**config.mk**
```make
export PLATFORM = sky130hd
export DESIGN_NAME = lca_csr
export DESIGN_NICKNAME = d
export VERILOG_FILES = /design/src/hdl/lca_pkg.sv /design/src/hdl/lca_csr.sv
export SDC_FILE = /design/constraint.sdc
export NUM_CORES = 1
export LEC_CHECK = 0
export ABC_AREA = 1
export ABC_CLOCK_PERIOD_IN_PS = 1600
export BUFFER_PORTS_ARGS = -buffer_cell sky130_fd_sc_hd__buf_2
export CORE_MARGIN = 3
export CORE_UTILIZATION = 30
export DETAILED_ROUTE_END_ITERATION = 8
export PLACE_DENSITY = 0.66
export SLEW_MARGIN = 10
export SYNTH_ARGS = -nofsm -noshare
export SYNTH_HDL_FRONTEND = slang
export SYNTH_SLANG_ARGS = --single-unit
```
**constraint.sdc**
```tcl
create_clock -name clock -period 1.6 [get_ports clock]
set_input_delay 0.16 -clock clock [delete_from_list [all_inputs] [get_ports clock]]
set_output_delay 0.16 -clock clock [all_outputs]
set_load 0.01 [all_outputs]
```
**src/hdl/lca_pkg.sv**
```systemverilog
// Shared definitions for the cellular automaton step unit.
// Grid limits, command codes, controller states and control bundles.
// No dependencies; imported by every module of the unit.
`default_nettype none

package lca_pkg;

   // Grid limits
   localparam int MAX_WIDTH  = 64;
   localparam int MAX_HEIGHT = 64;
   localparam int COL_W      = $clog2(MAX_WIDTH);
   localparam int ROW_W      = $clog2(MAX_HEIGHT);
   localparam int DIM_W      = 7;
   localparam int CMD_W      = 2;
   localparam int PADDR_W    = 3;
   localparam int PDATA_W    = 32;

   // Command codes (code 3 is unused and only hands back a zero result)
   localparam logic [CMD_W-1:0] CMD_WRITE   = 2'd0;
   localparam logic [CMD_W-1:0] CMD_READ    = 2'd1;
   localparam logic [CMD_W-1:0] CMD_ADVANCE = 2'd2;

   // Register indexes, taken from paddr[2]
   localparam logic REG_GRID_WIDTH  = 1'b0;
   localparam logic REG_GRID_HEIGHT = 1'b1;

   typedef enum logic [2:0] {
      ST_IDLE,
      ST_WR_FETCH,
      ST_WR_STORE,
      ST_RD_FETCH,
      ST_ADV_LAST,
      ST_ADV_FIRST,
      ST_ADV_SECOND,
      ST_ADV_SWEEP
   } state_type;

   // Row address sources for the grid memory read port
   typedef enum logic [2:0] {
      ADDR_REQ,
      ADDR_LAST,
      ADDR_FIRST,
      ADDR_SECOND,
      ADDR_AHEAD
   } addr_sel_type;

   typedef struct packed {
      logic         latch_req;
      logic         rd_en;
      addr_sel_type rd_sel;
      logic         shift;
      logic         save_first;
      logic         cnt_clr;
      logic         sweep_wr;
      logic         cell_wr;
      logic         load_rsp;
   } ctrl_cmd_type;

   typedef struct packed {
      logic last_row;
   } ctrl_status_type;

endpackage

`default_nettype wire

```
**src/hdl/lca_csr.sv**
```systemverilog
// Configuration registers of the cellular automaton step unit (APB-style).
// Holds grid width and height and hands out the clamped sizes in use.
// Depends on lca_pkg.
`default_nettype none

module lca_csr
   import lca_pkg::*;
(
   input  wire logic               clock,
   input  wire logic               reset,
   input  wire logic               psel,
   input  wire logic               penable,
   input  wire logic               pwrite,
   input  wire logic [PADDR_W-1:0] paddr,
   input  wire logic [PDATA_W-1:0] pwdata,
   output logic      [PDATA_W-1:0] prdata,
   output logic                    pready,
   output logic      [DIM_W-1:0]   width_used,
   output logic      [DIM_W-1:0]   height_used
);

   logic [DIM_W-1:0] grid_width_ff;
   logic [DIM_W-1:0] grid_height_ff;
   logic             wr_strobe;

   // Saturate a size to 3..max
   function automatic logic [DIM_W-1:0] clamp_dim(input logic [DIM_W-1:0] v,
                                                  input logic [DIM_W-1:0] maxv);
      logic [DIM_W-1:0] r;
      if (v < DIM_W'(3))
         r = DIM_W'(3);
      else if (v > maxv)
         r = maxv;
      else
         r = v;
      return r;
   endfunction

   assign pready    = 1'b1;
   assign wr_strobe = psel && penable && pwrite && pready;

   // Register writes
   always_ff @(posedge clock) begin
      if (reset) begin
         grid_width_ff  <= DIM_W'(MAX_WIDTH);
         grid_height_ff <= DIM_W'(MAX_HEIGHT);
      end else if (wr_strobe) begin
         if (paddr[2] == REG_GRID_WIDTH)
            grid_width_ff <= pwdata[DIM_W-1:0];
         else
            grid_height_ff <= pwdata[DIM_W-1:0];
      end
   end

   // Read-back of raw values
   always_comb begin
      prdata = '0;
      if (paddr[2] == REG_GRID_HEIGHT)
         prdata[DIM_W-1:0] = grid_height_ff;
      else
         prdata[DIM_W-1:0] = grid_width_ff;
   end

   assign width_used  = clamp_dim(grid_width_ff, DIM_W'(MAX_WIDTH));
   assign height_used = clamp_dim(grid_height_ff, DIM_W'(MAX_HEIGHT));

endmodule

`default_nettype wire

```
==> flow_results.xml <==
<?xml version="1.0" encoding="UTF-8"?>
<metrics>
  <group name="floorplan">
    <metric name="num_rows" unit="">20</metric>
    <metric name="core_region_area" unit="um^2">3130</metric>
    <metric name="die_h" unit="um">64.2</metric>
    <metric name="top_level_ports" unit="">87</metric>
    <metric name="initial_utilization" unit="%">32.4</metric>
    <metric name="fp.dieArea" unit="um^2">4120</metric>
    <metric name="die_width" unit="um">64.2</metric>
  </group>
  <group name="place">
    <metric name="rd_place_congestion" unit="">0.747</metric>
    <metric name="port_buffers" unit="">33</metric>
    <metric name="dp_worst_setup_slack" unit="ps">526</metric>
    <metric name="number_of_cells_after_detailed_placement" unit="">233</metric>
    <metric name="placedInstanceArea" unit="um^2">1100</metric>
    <metric name="dp.final_hpwl" unit="mm">1.85</metric>
  </group>
  <group name="logic_synthesis">
    <metric name="syn-mean-instance-area" unit="um^2">6.15</metric>
    <metric name="synth_area" unit="um^2">1010</metric>
    <metric name="netlist.area_leader.share" unit="%">27.6</metric>
    <metric name="synth_top_cells_by_area" unit="">dfxtp_1 28%, buf_4 20%, nor2_1 12%</metric>
    <metric name="post_synth_top_area_cell" unit="">dfxtp_1</metric>
    <metric name="seq_total_area_yosys" unit="%">27.6</metric>
    <metric name="netlist-cell-type-count" unit="">16</metric>
    <metric name="ys_seq_elements" unit="">14</metric>
    <metric name="synthesis.instances" unit="">165</metric>
    <metric name="ys_warn_count" unit="">0</metric>
  </group>
  <group name="setup_path">
    <metric name="worst_r2r_startpoint" unit="">grid_height_ff[6]$_SDFFE_PP1P_</metric>
    <metric name="rr_endpoint" unit="">grid_height_ff[6]$_SDFFE_PP1P_</metric>
    <metric name="worst_path_fanout_max" unit="">4</metric>
    <metric name="critical_path_class" unit="">reg2out</metric>
    <metric name="worst-endpoint-arrival" unit="ps">1210</metric>
    <metric name="reg2regPathDepth" unit="">2</metric>
    <metric name="crit_end" unit="">width_used[4]</metric>
    <metric name="timing.critical_path.from_type" unit="">flip-flop</metric>
    <metric name="worst_setup_startpoint" unit="">grid_width_ff[4]$_SDFFE_PP0P_</metric>
    <metric name="endpoint_type_of_the_worst_setup_path" unit="">output port</metric>
    <metric name="required" unit="ps">1440</metric>
    <metric name="regToRegSetupSlack" unit="ps">860</metric>
  </group>
  <group name="cells_and_area">
    <metric name="most-common-layout-cells" unit="">33 x nor2_1, 33 x buf_2, 26 x nand2_1, 26 x conb_1, 18 x inv_1</metric>
    <metric name="postLayoutCellArea" unit="um^2">1120</metric>
    <metric name="sequential_cell_area" unit="um^2">280</metric>
    <metric name="areaGrowthSynthToFinish" unit="%">10.7</metric>
    <metric name="final_cell_count_no_fill" unit="">236</metric>
    <metric name="drive_gt1_share" unit="%">21.4</metric>
    <metric name="final_antenna_diode_count" unit="">0</metric>
    <metric name="multi_input_area" unit="um^2">522</metric>
    <metric name="layout.filler_cells" unit="">379</metric>
    <metric name="design.final.nets" unit="">234</metric>
  </group>
  <group name="timing">
    <metric name="setup_ws" unit="ps">229</metric>
    <metric name="min_period" unit="ps">1370</metric>
    <metric name="slew_violations" unit="">0</metric>
    <metric name="finClkSkew" unit="ps">0</metric>
    <metric name="rsz0062_at_grt" unit="">false</metric>
    <metric name="finalSetupViolCount" unit="">0</metric>
    <metric name="fmax" unit="MHz">729</metric>
    <metric name="timing.final.hold_violations" unit="">0</metric>
    <metric name="totalNegativeSetupSlack" unit="ps">0</metric>
    <metric name="fin_crit_sh" unit="%">85.7</metric>
  </group>
  <group name="global_route">
    <metric name="grt_use_total" unit="%">10.9</metric>
    <metric name="grt_first_pass_wirelength" unit="mm">3.64</metric>
    <metric name="largest_net_degree_at_the_start_of_global_routing" unit="">23</metric>
    <metric name="vias_in_the_first_global_route" unit="">842</metric>
    <metric name="global_route.overflow_total" unit="">0</metric>
    <metric name="antenna_found_initial" unit="">0</metric>
  </group>
  <group name="detailed_routing">
    <metric name="routedWlPerCell" unit="um">9.63</metric>
    <metric name="drt_pre_antenna_iters" unit="">4</metric>
    <metric name="dr.first_iter.drc_count" unit="">38</metric>
    <metric name="postRouteWirelength" unit="mm">2.27</metric>
    <metric name="routed_via_density" unit="">4.11</metric>
    <metric name="remaining_drc_errors" unit="">0</metric>
    <metric name="via_count" unit="">970</metric>
    <metric name="postRouteAntennaNets" unit="">0</metric>
  </group>
  <group name="clock_tree">
    <metric name="holdBufCountCts" unit="">0</metric>
    <metric name="ctsResizeCount" unit="">0</metric>
    <metric name="tritoncts" unit="">built</metric>
    <metric name="clk-insertion-delay-late" unit="ps">270</metric>
    <metric name="path_clk_slew" unit="ps">70</metric>
    <metric name="number_of_buffers_inserted_to_repair_setup_after_cts" unit="">0</metric>
    <metric name="cts-root-buf" unit="">clkbuf_4</metric>
    <metric name="tritoncts.num_buffers" unit="">3</metric>
    <metric name="number_of_levels_the_h_tree_was_split_into" unit="">1</metric>
    <metric name="numClockSinks" unit="">14</metric>
    <metric name="cts_buffer_depth" unit="">2</metric>
  </group>
  <group name="run">
    <metric name="max_capacitance_violation_count" unit="">0</metric>
  </group>
  <group name="power_and_ir_drop">
    <metric name="design_power_total" unit="uW">724</metric>
    <metric name="cellLeakagePower" unit="nW">0.598</metric>
    <metric name="vdd.ir_drop.worst" unit="V">0.000232</metric>
    <metric name="power_density" unit="nW/um^2">644</metric>
  </group>
  <group name="hold_path">
    <metric name="hold_path_class" unit="">in2reg</metric>
  </group>
  <group name="status">
    <metric name="outcome" unit="">finished, final reports clean</metric>
  </group>
</metrics>
## metrics by stage
| stage | hold slack (ps) | utilization, % |
|---|---|---|
| after floorplan | 286 | - |
| after global placement | 406 | 35.2 |
| after detailed placement | 412 | 35.2 |
| after CTS | 126 | 35.9 |
| after global routing | 118 | 35.9 |
| final | 125 | 35.9 |
## power breakdown
group / internal, mW / switching, mW / leakage [nW] / total (mW)
clock network: 0.0871 / 0.101 / 0.0138 / 0.188
logic: 0.0509 / 0.110 / 0.470 / 0.161
registers: 0.360 / 0.0142 / 0.114 / 0.375
## critical path: stages (launching register included)
cell and delay [ps]:
dfxtp_1 340, nor2_1 140, nand3_1 150, a21oi_1 160, buf_2 150
## worst min-delay path by stage
stage | from | slack (ps) | cells past startpoint | to
after floorplan | pwdata[6] | 290 | 2 | grid_height_ff[6]$_SDFFE_PP1P_
after global placement | pwdata[6] | 410 | 3 | grid_width_ff[6]$_SDFFE_PP1P_
after detailed placement | pwdata[6] | 410 | 3 | grid_width_ff[6]$_SDFFE_PP1P_
after CTS | pwdata[6] | 130 | 3 | grid_width_ff[6]$_SDFFE_PP1P_
after global routing | pwdata[6] | 120 | 3 | grid_width_ff[6]$_SDFFE_PP1P_
final | pwdata[6] | 130 | 3 | grid_width_ff[6]$_SDFFE_PP1P_
## synth_stat cells, drive strengths merged
library cell,n
nor2,35
buf,29
nand2,26
inv,19
nand3,17
dfxtp,14
a21oi,8
o21ai,8
clkbuf,5
a21boi,2
conb,2
## sequential cells by signal, indices dropped and copies added, names as in the netlist
name	count
grid_height_ff	7
grid_width_ff	7
## cell type report
type | count | share of cell area [%]
Timing Repair Buffer | 34 | 15.4
Sequential cell | 14 | 24.9
Tap cell | 44 | 4.90
Inverter | 19 | 6.35
Multi-Input combinational cell | 122 | 46.4
Clock buffer | 3 | 2.00
## routing by layer
metal / track usage [%] / routed length, um / vias up
li1: - / - / 508
met1: 15.4 / 1110 / 408
met2: 15.5 / 847 / 49
met3: 3.34 / 282 / 5
met4: 3.96 / 32 / 0
met5: 0 / 0 / -
## kinds of logic after synthesis
group	Yosys count	share of synthesized area [%]
DFF	14	27.6
and+or+nand+nor	78	32.4
buffers and inverters	53	29.8
AOI/OAI and AO/OA	18	9.37
other	2	0.740
Power figures use the tool's default switching activity.
