===== src/hdl/lca_pkg.sv =====
// Shared definitions for the cellular automaton step unit.
// Grid limits, command codes, controller states and control bundles.
// No dependencies; imported by every module of the unit.
`default_nettype none

package lca_pkg;

   // Grid limits
   localparam int MAX_WIDTH  = 64;
   localparam int MAX_HEIGHT = 64;
   localparam int COL_W      = $clog2(MAX_WIDTH);
   localparam int ROW_W      = $clog2(MAX_HEIGHT);
   localparam int DIM_W      = 7;
   localparam int CMD_W      = 2;
   localparam int PADDR_W    = 3;
   localparam int PDATA_W    = 32;

   // Command codes (code 3 is unused and only hands back a zero result)
   localparam logic [CMD_W-1:0] CMD_WRITE   = 2'd0;
   localparam logic [CMD_W-1:0] CMD_READ    = 2'd1;
   localparam logic [CMD_W-1:0] CMD_ADVANCE = 2'd2;

   // Register indexes, taken from paddr[2]
   localparam logic REG_GRID_WIDTH  = 1'b0;
   localparam logic REG_GRID_HEIGHT = 1'b1;

   typedef enum logic [2:0] {
      ST_IDLE,
      ST_WR_FETCH,
      ST_WR_STORE,
      ST_RD_FETCH,
      ST_ADV_LAST,
      ST_ADV_FIRST,
      ST_ADV_SECOND,
      ST_ADV_SWEEP
   } state_type;

   // Row address sources for the grid memory read port
   typedef enum logic [2:0] {
      ADDR_REQ,
      ADDR_LAST,
      ADDR_FIRST,
      ADDR_SECOND,
      ADDR_AHEAD
   } addr_sel_type;

   typedef struct packed {
      logic         latch_req;
      logic         rd_en;
      addr_sel_type rd_sel;
      logic         shift;
      logic         save_first;
      logic         cnt_clr;
      logic         sweep_wr;
      logic         cell_wr;
      logic         load_rsp;
   } ctrl_cmd_type;

   typedef struct packed {
      logic last_row;
   } ctrl_status_type;

endpackage

`default_nettype wire


===== src/hdl/lca_ctrl.sv =====
// Controller of the cellular automaton step unit: sequences cell access,
// the generation sweep and the result hand-off.
// Depends on lca_pkg; drives lca_dp.
`default_nettype none

module lca_ctrl
   import lca_pkg::*;
(
   input  wire logic             clock,
   input  wire logic             reset,
   input  wire logic             req_valid,
   input  wire logic [CMD_W-1:0] req_cmd,
   output logic                  req_stall,
   output logic                  rsp_valid,
   input  wire logic             rsp_stall,
   output ctrl_cmd_type          cmd,
   input  wire ctrl_status_type  status
);

   state_type state_ff;
   state_type state_in;
   logic      rsp_valid_ff;
   logic      rsp_valid_in;
   logic      finish_ff;
   logic      finish_in;
   logic      accept;
   logic      slot_free;

   assign req_stall = (state_ff != ST_IDLE) || finish_ff;
   assign accept    = req_valid && !req_stall;
   assign slot_free = !rsp_valid_ff || !rsp_stall;
   assign rsp_valid = rsp_valid_ff;

   // Next state
   always_comb begin
      state_in  = state_ff;
      finish_in = finish_ff;
      case (state_ff)
         ST_IDLE: begin
            if (finish_ff) begin
               if (slot_free)
                  finish_in = 1'b0;
            end else if (accept) begin
               case (req_cmd)
                  CMD_WRITE:   state_in = ST_WR_FETCH;
                  CMD_READ:    state_in = ST_RD_FETCH;
                  CMD_ADVANCE: state_in = ST_ADV_LAST;
                  default:     finish_in = 1'b1;
               endcase
            end
         end
         ST_WR_FETCH:   state_in = ST_WR_STORE;
         ST_WR_STORE: begin
            state_in  = ST_IDLE;
            finish_in = 1'b1;
         end
         ST_RD_FETCH: begin
            state_in  = ST_IDLE;
            finish_in = 1'b1;
         end
         ST_ADV_LAST:   state_in = ST_ADV_FIRST;
         ST_ADV_FIRST:  state_in = ST_ADV_SECOND;
         ST_ADV_SECOND: state_in = ST_ADV_SWEEP;
         ST_ADV_SWEEP: begin
            if (status.last_row) begin
               state_in  = ST_IDLE;
               finish_in = 1'b1;
            end
         end
         default: state_in = ST_IDLE;
      endcase
   end

   // Datapath commands
   always_comb begin
      cmd        = '0;
      cmd.rd_sel = ADDR_REQ;
      case (state_ff)
         ST_IDLE: begin
            cmd.latch_req = accept;
            cmd.load_rsp  = finish_ff && slot_free;
         end
         ST_WR_FETCH: cmd.rd_en   = 1'b1;
         ST_WR_STORE: cmd.cell_wr = 1'b1;
         ST_RD_FETCH: cmd.rd_en   = 1'b1;
         ST_ADV_LAST: begin
            cmd.rd_en  = 1'b1;
            cmd.rd_sel = ADDR_LAST;
         end
         ST_ADV_FIRST: begin
            cmd.rd_en  = 1'b1;
            cmd.rd_sel = ADDR_FIRST;
            cmd.shift  = 1'b1;
         end
         ST_ADV_SECOND: begin
            cmd.rd_en      = 1'b1;
            cmd.rd_sel     = ADDR_SECOND;
            cmd.shift      = 1'b1;
            cmd.save_first = 1'b1;
            cmd.cnt_clr    = 1'b1;
         end
         ST_ADV_SWEEP: begin
            cmd.rd_en    = 1'b1;
            cmd.rd_sel   = ADDR_AHEAD;
            cmd.shift    = 1'b1;
            cmd.sweep_wr = 1'b1;
         end
         default: cmd = '0;
      endcase
   end

   // Output valid: set on hand-off, cleared on transfer
   always_comb begin
      rsp_valid_in = rsp_valid_ff;
      if (rsp_valid_ff && !rsp_stall)
         rsp_valid_in = 1'b0;
      if (cmd.load_rsp)
         rsp_valid_in = 1'b1;
   end

   always_ff @(posedge clock) begin
      if (reset) begin
         state_ff     <= ST_IDLE;
         finish_ff    <= 1'b0;
         rsp_valid_ff <= 1'b0;
      end else begin
         state_ff     <= state_in;
         finish_ff    <= finish_in;
         rsp_valid_ff <= rsp_valid_in;
      end
   end

   a_accept_leaves_idle: assert property (@(posedge clock) disable iff (reset)
      accept |=> ((state_ff != ST_IDLE) || finish_ff))
      else $error("accepted item did not start");

   a_sweep_end_finishes: assert property (@(posedge clock) disable iff (reset)
      (cmd.sweep_wr && status.last_row) |=> (finish_ff && (state_ff == ST_IDLE)))
      else $error("sweep end did not reach result hand-off");

   a_rsp_rise_from_finish: assert property (@(posedge clock) disable iff (reset)
      $rose(rsp_valid_ff) |-> $past(finish_ff))
      else $error("result appeared without a finished item");

endmodule

`default_nettype wire


===== config.mk =====
export PLATFORM = sky130hd
export DESIGN_NAME = lca_ctrl
export DESIGN_NICKNAME = d
export VERILOG_FILES = /design/src/hdl/lca_pkg.sv /design/src/hdl/lca_ctrl.sv
export SDC_FILE = /design/constraint.sdc
export NUM_CORES = 1
export LEC_CHECK = 0
export ABC_AREA = 0
export BUFFER_PORTS_ARGS = -buffer_cell sky130_fd_sc_hd__buf_2
export CAP_MARGIN = 20
export CORE_ASPECT_RATIO = 0.9
export CORE_MARGIN = 2
export CORE_UTILIZATION = 30
export CTS_CLUSTER_DIAMETER = 40
export DETAILED_ROUTE_END_ITERATION = 10
export PLACE_DENSITY = 0.5
export SYNTH_ARGS = -nofsm -noshare
export SYNTH_HDL_FRONTEND = slang
export SYNTH_SLANG_ARGS = --single-unit

===== constraint.sdc =====
create_clock -name clock -period 1.4 [get_ports clock]
set_input_delay 0.14 -clock clock [delete_from_list [all_inputs] [get_ports clock]]
set_output_delay 0.14 -clock clock [all_outputs]
set_load 0.02 [all_outputs]

==> run summary, run 1 <==
Worst reg2reg startpoint = state_ff[1]$_SDFFE_PP0P_
Vias in the first global route = 416
CP arrival = 1.19 ns
Pwr Density = 1250 nW/µm²
Longest Clk Path Bufs = 2
Worst Tran Pin Value = 0.203 ns
Clock transition at path regs = 0.05 ns
CP Launch Type = register
Starting Density = 32.7%
Layout cells sized above 1 = 53.2%
Root buffer cell = clkbuf_4
CTS tree = built
Die span in y = 42.1 µm
Filler Cells Inserted = 153
Post-synthesis average cell area = 8.35 µm²
Maxcap violations = 0
Syn_nets = 70
Path type of the worst setup path = reg2out
Core ar. = 1480 µm²
Max Freq = 0.751 GHz
Port buffer count = 19
Clock Skews = 0.00441 ns
Worst Setup End Kind = primary output
Aggregate global routing overflow = 0
R2R cell count = 5
Top Ports = 20
Total wire length = 1010 µm
Hold WC Path Type = in2reg
FFs w/ async S/R, synth = 0%
Initial antenna violation count = 0
Antenna-violating nets left = 0
WHS = 0.131 ns
Clock Latency Late Sink = 0.24 ns
Critical Path Source = state_ff[1]$_SDFFE_PP0P_
Setup TNS = 0 ns
Tcrit/Tclk final = 95.1%
Max transition margin = 86.5%
Cells after synthesis = 58
Pins over their slew limit = 0
TritonRoute pass-1 iters = 4
Post-route minimum period = 1.33 ns
Gpl congestion = 0.759
Data required time of the critical path = 1.26 ns
HPWL after DPL = 756 µm
Seq cells post-synth = 5
R2R Setup Slk = 0.25 ns
Multi-input logic area = 328 µm²
Vias = 465
Die Area = 1950 µm²
Top_reg_cell synth = dfxtp_1
Vias per std cell = 4.60
CTS Hold Bufs = 0
Mapped Area = 484 µm²
Final hold viol count = 0
Leakage power figure = 0.318 nW
# diodes = 0
Largest net degree at the start of global routing = 13
Total track usage = 12.5%
Worst Path Max Fanout = 7
# rows = 13
Nets = 92
Final Core Density = 43.1%
CTS buffer count = 3
Sequential area share after synthesis = 20.7%
RSZ-0062 raised after global routing = no
Status = finished, final reports clean
Area growth syn-to-layout = 31.8%
Worst setup endpoint = cmd[7]
Drt wl/cell = 9.97 µm
Total power = 0.800 mW
Die X = 46.4 µm
Synth warnings = 0
Number of flops mapped to enable cells by yosys = 0
Synth cell types = 31
First-pass GRT wire length = 1710 µm
FF+latch area = 111 µm²
H-tree Lvls = 1
Setup violations, final = 0
# clock sinks = 5
Worst flop-to-flop path endpoint = state_ff[1]$_SDFFE_PP0P_
DR DRC count = 0
Hold path cells = 2
Initial DRC Count = 5
Peak VDD IR = 558 µV
## per-layer routing
| layer | GRT usage, % | wire length (µm) | vias to the layer above |
|---|---|---|---|
| met5 | 0 | 0 | - |
| met4 | 1.71 | 0 | 0 |
| met3 | 9.05 | 102 | 0 |
| met2 | 17.5 | 411 | 19 |
| met1 | 15.7 | 492 | 209 |
| li1 | - | - | 237 |
## flip-flops by register name, indices dropped and copies added, names as in the netlist
| register | count |
|---|---|
| state_ff | 3 |
| rsp_valid | 1 |
| finish_ff | 1 |
## power breakdown
group | switching (mW) | total [mW] | internal [mW]
logic | 0.211 | 0.402 | 0.190
registers | 0.0564 | 0.230 | 0.174
clock network | 0.0604 | 0.168 | 0.108
total | 0.328 | 0.800 | 0.472
## worst min-delay path by stage
stage | from | to
after global routing | reset | state_ff[0]$_SDFFE_PP0P_
after floorplan | reset | finish_ff$_SDFFE_PP0P_
after CTS | reset | state_ff[0]$_SDFFE_PP0P_
after global placement | reset | rsp_valid$_SDFFE_PP0P_
after detailed placement | reset | finish_ff$_SDFFE_PP0P_
final | reset | state_ff[0]$_SDFFE_PP0P_
## area by class of cell
type	instances	share of cell area [%]
tap	22	4.31
clock buffer	4	4.12
sequential	5	17.5
timing repair buffer	22	19.2
inverter	6	3.53
multi-input combinational	42	51.4
## metrics by stage
stage                     worst slack [ns]  std cells  area, µm²
after floorplan                      0.111         58        489
after global placement               0.149         94        567
after detailed placement             0.155         94        567
after CTS                          -0.0117         98        602
after global routing               0.00230        101        638
final                               0.0684        101        638
## what timing repair did
item	in CTS	in global routing
cloned	0	0
pin swaps	2	1
resized for setup	5	5
buffers inserted	0	3
setup endpoints to repair	9	5
## cells in the final DEF, fill, tap and decap left out, types with 2 or more instances in the layout
cell / Yosys / layout
a21oi_1: 3 / 2
and3_2: 2 / 2
buf_2: 0 / 17
buf_4: 3 / 5
clkbuf_4: 0 / 3
dfxtp_1: 5 / 2
dfxtp_4: 0 / 3
ha_1: 5 / 5
inv_1: 5 / 5
nand2_1: 4 / 3
nand2b_1: 3 / 3
nor2_1: 3 / 3
nor2b_1: 2 / 2
o21ai_2: 2 / 2
## critical path, cell delays in order, from the launching register on
cell      delay, ns
dfxtp_4        0.36
nand2b_2       0.19
a21boi_0       0.19
buf_2          0.20
## Yosys cell counts, types with 2 or more instances
library cell / count / area, µm²
dfxtp_1: 5 / 100
ha_1: 5 / 62.6
inv_1: 5 / 18.8
nand2_1: 4 / 15.0
a21oi_1: 3 / 15.0
buf_4: 3 / 22.5
nand2b_1: 3 / 18.8
nor2_1: 3 / 11.3
and3_2: 2 / 15.0
buf_6: 2 / 22.5
nor2b_1: 2 / 12.5
o21ai_2: 2 / 17.5
## logic make-up after synthesis
logic type                 after synthesis  synth area share [%]
DFF                                      5                  20.7
adders and majority gates                5                  12.9
and+or+nand+nor                         24                  33.3
AOI/OAI and AO/OA                       13                  19.1
buffers and inverters                   11                  14.0
No activity file was read; power rests on OpenSTA's default activity.
==> inputs of run 2 (changes only) <==
CORE_AREA = 2 2 39 41   (was not set)
CORE_ASPECT_RATIO = not set   (was 0.9)
CORE_MARGIN = not set   (was 2)
CORE_UTILIZATION = not set   (was 30)
CTS_CLUSTER_SIZE = 28   (was not set)
DIE_AREA = 0 0 41 43   (was not set)
PLACE_DENSITY = 0.59   (was 0.5)
==> run 2 against run 1 <==
Against the previous run:
- worst setup slack worse by 0.018 ns
- first-iteration DRC count is 100% higher
- combinational power is 6.2% lower
- cell count is 7.9% lower
- clock-buffer cell count stayed put
- maximum frequency is 1.4% lower
- flip-flop and latch count stayed put
==> run summary, run 2 (synthesis gave the netlist of run 1 again) <==
Status = finished, final reports clean
Die span in y = 43 µm (+2.1%)
Clock Skews = 0.00264 ns (-0.00177 ns)
Peak VDD IR = 481 µV (-14%)
Total wire length = 1010 µm (+0.40%)
Drt wl/cell = 10.9 µm (+9.0%)
CP arrival = 1.21 ns (+0.02 ns)
Clock transition at path regs = 0.05 ns (about the same)
Antenna-violating nets left = 0 (unchanged)
Gpl congestion = 0.777 (+2.5%)
Nets = 90 (-2.2%)
Vias = 444 (-4.5%)
Met3 routed WL = 46 µm (-55%)
Largest register FFs = 3 (unchanged)
Int Pwr = 0.459 mW (-2.8%)
Die Area = 1760 µm² (-9.7%)
Largest Register = state_ff
Most frequent cells in the layout = 17 x buf_2, 5 x inv_1, 5 x ha_1
Post-route minimum period = 1.35 ns (+0.0185 ns)
Largest net degree at the start of global routing = 13 (unchanged)
CP delay by family, top = simple AND/OR/NAND/NOR gates
Max Freq = 0.741 GHz (-1.4%)
Data required time of the critical path = 1.26 ns (about the same)
HPWL after DPL = 757 µm (+0.20%)
Setup TNS = 0 ns (unchanged)
WP buf/inv = 1 (unchanged)
Filler Cells Inserted = 152 (-0.65%)
Core ar. = 1380 µm² (-6.5%)
WL met2 = 464 µm (+13%)
DR DRC count = 0 (unchanged)
CTS buffer count = 3 (unchanged)
Pins over their slew limit = 0 (unchanged)
Die X = 41 µm (-12%)
Crit path max-delay cell type = dfxtp_4
Placed standard-cell area = 559 µm² (-1.3%)
Hold WC Path Type = in2reg
Vias in the first global route = 364 (-13%)
Commonest non-fill, non-tap cell in the layout = buf_2
TritonRoute pass-1 iters = 4 (unchanged)
Metal1 wirelength = 500 µm (+1.6%)
Combinational power share = 47.7% (-2.5 points)
Initial antenna violation count = 0 (unchanged)
Tcrit/Tclk final = 96.4% (+1.3 points)
Vias per std cell = 4.77 (+3.7%)
CP Launch Type = register
Initial DRC Count = 10 (+5)
WHS = 0.119 ns (-0.0118 ns)
Root buffer cell = clkbuf_4
# diodes = 0 (unchanged)
CTS tree = built
Total track usage = 12.1% (-0.34 points)
Area growth syn-to-layout = 27.6%
Worst slack, placed = 0.155 ns (-0.000314 ns)
Maxcap violations = 0 (unchanged)
Non-Filler Instances = 93 (-7.9%)
Worst Tran Pin Value = 0.265 ns (+0.0619 ns)
Multi-input logic area = 330 µm² (+0.76%)
# clock sinks = 5 (unchanged)
Design area = 618 µm² (-3.1%)
Final WS setup = 0.0499 ns (-0.0185 ns)
CP Cell Sequence = or2_4 > nor3_2 > buf_4
Final hold viol count = 0 (unchanged)
H-tree Lvls = 1 (unchanged)
Leakage power figure = 0.309 nW (-2.8%)
Top Ports = 20 (unchanged)
# placed instances = 88 (-6.4%)
Port buffer count = 19 (unchanged)
Worst Setup End Kind = primary output
Layout cells sized above 1 = 53.2% (+0.082 points)
Setup violations, final = 0 (unchanged)
Final Core Density = 44.7% (+1.6 points)
FF+latch area = 111 µm² (unchanged)
Path type of the worst setup path = reg2out
# rows = 14 (+1)
Max transition margin = 82.3% (-4.2 points)
CTS Hold Bufs = 0 (unchanged)
Starting Density = 35.0% (+2.3 points)
Longest Clk Path Bufs = 2 (unchanged)
Aggregate global routing overflow = 0 (unchanged)
Clock Latency Late Sink = 0.25 ns (about the same)
Sw Share = 41.9% (+0.88 points)
DR top layer = met3
NetSw = 0.331 mW (+0.81%)
Worst Path Max Fanout = 11 (+4)
Pwr Density = 1280 nW/µm² (+1.9%)
First-pass GRT wire length = 1500 µm (-13%)
Part of the power in registers = 30.2% (+1.4 points)
Clock share of power = 22.1% (+1.1 points)
Total power = 0.789 mW (-1.3%)
CP max stage delay = 0.38 ns (+0.02 ns)
run 2: changes by cell type in the layout (fill, tap and decap cells not counted):
cell      before  now
a21boi_0       1    0
a21boi_1       0    1
buf_4          5    3
or2_1          1    0
or2_4          0    1
run 2: layout make-up:
type,count,area share [%]
Multi-Input combinational cell,42,53.4
Sequential cell,5,18.0
Timing Repair Buffer,20,17.4
Clock buffer,4,4.25
Inverter,6,3.64
Tap cell,16,3.24
run 2: repair_timing:
action | CTS | global route
endpoints found under the setup margin | 7 | 5
setup buffers | 0 | 1
pin swaps | 1 | 1
gates resized for setup | 4 | 8
gates cloned | 0 | 0
run 2: worst paths after layout:
path | start | endpoint | slack (ns) | depth (start not counted)
worst min-delay path | reset | state_ff[0]$_SDFFE_PP0P_ | 0.12 | 2
worst max register to register | state_ff[1]$_SDFFE_PP0P_ | state_ff[2]$_SDFFE_PP0P_ | 0.21 | 5
worst max-delay path | state_ff[2]$_SDFFE_PP0P_ | cmd[10] | 0.05 | 3
worst min register to register | rsp_valid$_SDFFE_PP0P_ | rsp_valid$_SDFFE_PP0P_ | 0.52 | 2
run 2: power groups by stage:
stage	clock [mW]	sequential, mW	combinational (mW)
2_1_floorplan	0	0.188	0.318
3_3_place_gp	0	0.231	0.338
3_5_place_dp	0	0.231	0.340
4_1_cts	0.168	0.232	0.344
5_1_grt	0.186	0.248	0.415
6_report	0.174	0.239	0.377
run 2: layer usage:
layer | vias to the layer above | track usage [%]
li1 | 229 | -
met1 | 200 | 18.0
met2 | 15 | 16.6
met3 | 0 | 1.57
met4 | 0 | 6.00
met5 | - | 0
==> inputs of run 3 (changes only) <==
CELL_PAD_IN_SITES_DETAIL_PLACEMENT = 1   (was not set)
CELL_PAD_IN_SITES_GLOBAL_PLACEMENT = 2   (was not set)
CORE_AREA = not set   (was 2 2 39 41)
CORE_ASPECT_RATIO = 0.9   (was not set)
CORE_MARGIN = 2   (was not set)
CORE_UTILIZATION = 22   (was not set)
DIE_AREA = not set   (was 0 0 41 43)
PLACE_DENSITY = 0.67   (was 0.59)
clock period = 1.1 ns   (was 1.4 ns; I/O delays follow)
==> run 3 against run 2 <==
Against the previous run:
- the run now ends with setup timing left
- combinational power grew 130%
- die area grew 47%
- utilization fell by 1.7 points
- via count grew 23%
- clock power grew 33%
- clock-buffer cell count unchanged
- flip-flop and latch count unchanged
- hold slack lost 0.026 ns
- critical path type unchanged
==> run summary, run 3 (synthesis gave the netlist of run 1 again) <==
Crit path max-delay cell type = dfxtp_4
Aggregate global routing overflow = 0 (unchanged)
Hold path cells = 2 (unchanged)
Gpl congestion = 0.686 (-12%)
DR DRC count = 0 (unchanged)
Largest Register = state_ff
Total wire length = 1560 µm (+54%)
Top Ports = 20 (unchanged)
Worst hold start = reset
WP buf/inv = 2 (+1)
# rows = 16 (+2)
CTS Hold Bufs = 0 (unchanged)
CP arrival = 1.18 ns (-0.03 ns)
Worst Path Max Fanout = 6 (-5)
Final WS setup = -0.189 ns (-0.239 ns)
TritonRoute pass-1 iters = 2 (-2)
CP max stage delay = 0.38 ns (about the same)
HPWL after DPL = 998 µm (+32%)
Worst Setup End Kind = primary output
Data required time of the critical path = 0.99 ns (-0.27 ns)
Failing checks = setup timing
Clock transition at path regs = 0.05 ns (about the same)
Worst Tran Pin Value = 0.209 ns (-0.0556 ns)
Path type of the worst setup path = reg2out
Max Freq = 0.776 GHz
CP delay by family, top = flip-flops
Drt wl/cell = 12.8 µm (+17%)
Crit. path cell count = 4 (+1)
Max transition margin = 86.0% (+3.7 points)
Nets = 108 (+20%)
Clock Skews = 0.00201 ns (-0.000633 ns)
Initial antenna violation count = 0 (unchanged)
Setup violations, final = 14 (+14)
Worst reg2reg startpoint = state_ff[2]$_SDFFE_PP0P_
Commonest non-fill, non-tap cell in the layout = buf_4
Die Area = 2590 µm² (+47%)
Vias per std cell = 4.47 (-6.4%)
Peak VDD IR = 522 µV (+8.6%)
Vias in the first global route = 543 (+49%)
Most frequent cells in the layout = 18 x buf_4, 13 x buf_6, 7 x buf_2
Final Core Density = 42.9% (-1.7 points)
Area growth syn-to-layout = 88.1%
CTS tree = built
CTS buffer count = 3 (unchanged)
Leakage power figure = 0.421 nW (+36%)
Layout cells sized above 1 = 69.5% (+16 points)
CP Cell Sequence = buf_4 > nor2b_4 > and2_4 > buf_6
# clock sinks = 5 (unchanged)
Clock Latency Late Sink = 0.25 ns (about the same)
Worst slack, placed = -0.201 ns (-0.356 ns)
# diodes = 0 (unchanged)
Longest Clk Path Bufs = 2 (unchanged)
Die span in y = 48.5 µm (+13%)
Post-route minimum period = 1.29 ns
Largest register FFs = 3 (unchanged)
Hold WC Path Type = in2reg
Final hold viol count = 0 (unchanged)
Starting Density = 22.8% (-12 points)
Port buffer count = 19 (unchanged)
H-tree Lvls = 1 (unchanged)
Maxcap violations = 0 (unchanged)
Pwr Density = 1530 nW/µm² (+19%)
Tcrit/Tclk final = 117%
Die X = 53.5 µm (+30%)
Total track usage = 12.9% (+0.79 points)
Largest net degree at the start of global routing = 12 (-1)
RSZ-0062 raised after global routing = yes
Critical Path Source = state_ff[2]$_SDFFE_PP0P_
CP Launch Type = register
Root buffer cell = clkbuf_4
Core ar. = 2120 µm² (+53%)
Initial DRC Count = 4 (-6)
R2R cell count = 5 (unchanged)
First-pass GRT wire length = 2440 µm (+63%)
Vias = 545 (+23%)
Status = finished with violations
Antenna-violating nets left = 0 (unchanged)
Pins over their slew limit = 0 (unchanged)
-- run 3: cell count changes in the layout (fill, tap and decap cells not counted), moves of 2 or more --
cell | before | now
and3_2 | 2 | 0
and3_4 | 0 | 2
buf_2 | 17 | 7
nand2b_4 | 1 | 3
nor2_4 | 0 | 2
buf_4 | 3 | 18
buf_6 | 0 | 13
-- run 3: worst paths after layout --
check                                                end  slack (ns)
worst max-delay path                              cmd[3]       -0.19
worst min-delay path            state_ff[0]$_SDFFE_PP0P_        0.09
worst max register to register  state_ff[2]$_SDFFE_PP0P_       -0.06
worst min register to register    rsp_valid$_SDFFE_PP0P_        0.52
-- run 3: power breakdown --
group	leakage, nW	switching, mW	internal, mW	total [mW]
sequential	0.0434	0.0648	0.222	0.286
combinational	0.362	0.402	0.469	0.871
clock	0.0150	0.0932	0.138	0.231
-- run 3: through the flow --
stage / hold slack, ns / total power [mW] / setup TNS, ns / std cells / area (µm²)
after CTS: 0.0995 / 1.24 / -1.44 / 117 / 796
final: 0.0936 / 1.39 / -1.61 / 122 / 911
after detailed placement: 0.350 / 0.832 / -1.15 / 108 / 659
after global routing: 0.109 / 1.48 / -2.42 / 122 / 911
after floorplan: 0.179 / 0.686 / -0.0214 / 58 / 508
after global placement: 0.363 / 0.829 / -0.878 / 108 / 659
-- run 3: final cells by class --
cell class                 instances  area (µm²)
clock buffer                       4        26.3
fill                             263        1210
multi-input combinational         42         399
sequential                         5         113
tap                               27        33.8
inverter                           6        22.5
timing repair buffer              38         317
-- run 3: per-layer routing --
metal  up-vias  global-route usage (%)  wire length, µm
li1        268                       -                -
met1       261                    16.5              667
met2        12                    20.6              824
met3         4                    2.16               34
met4         0                    6.41               30
met5         -                       0                0
-- run 3: what timing repair did --
item / in CTS / in global routing
pin swaps: 4 / 8
cloned: 0 / 0
endpoints found under the setup margin: 16 / 15
gates resized for setup: 27 / 20
setup buffers: 5 / 5
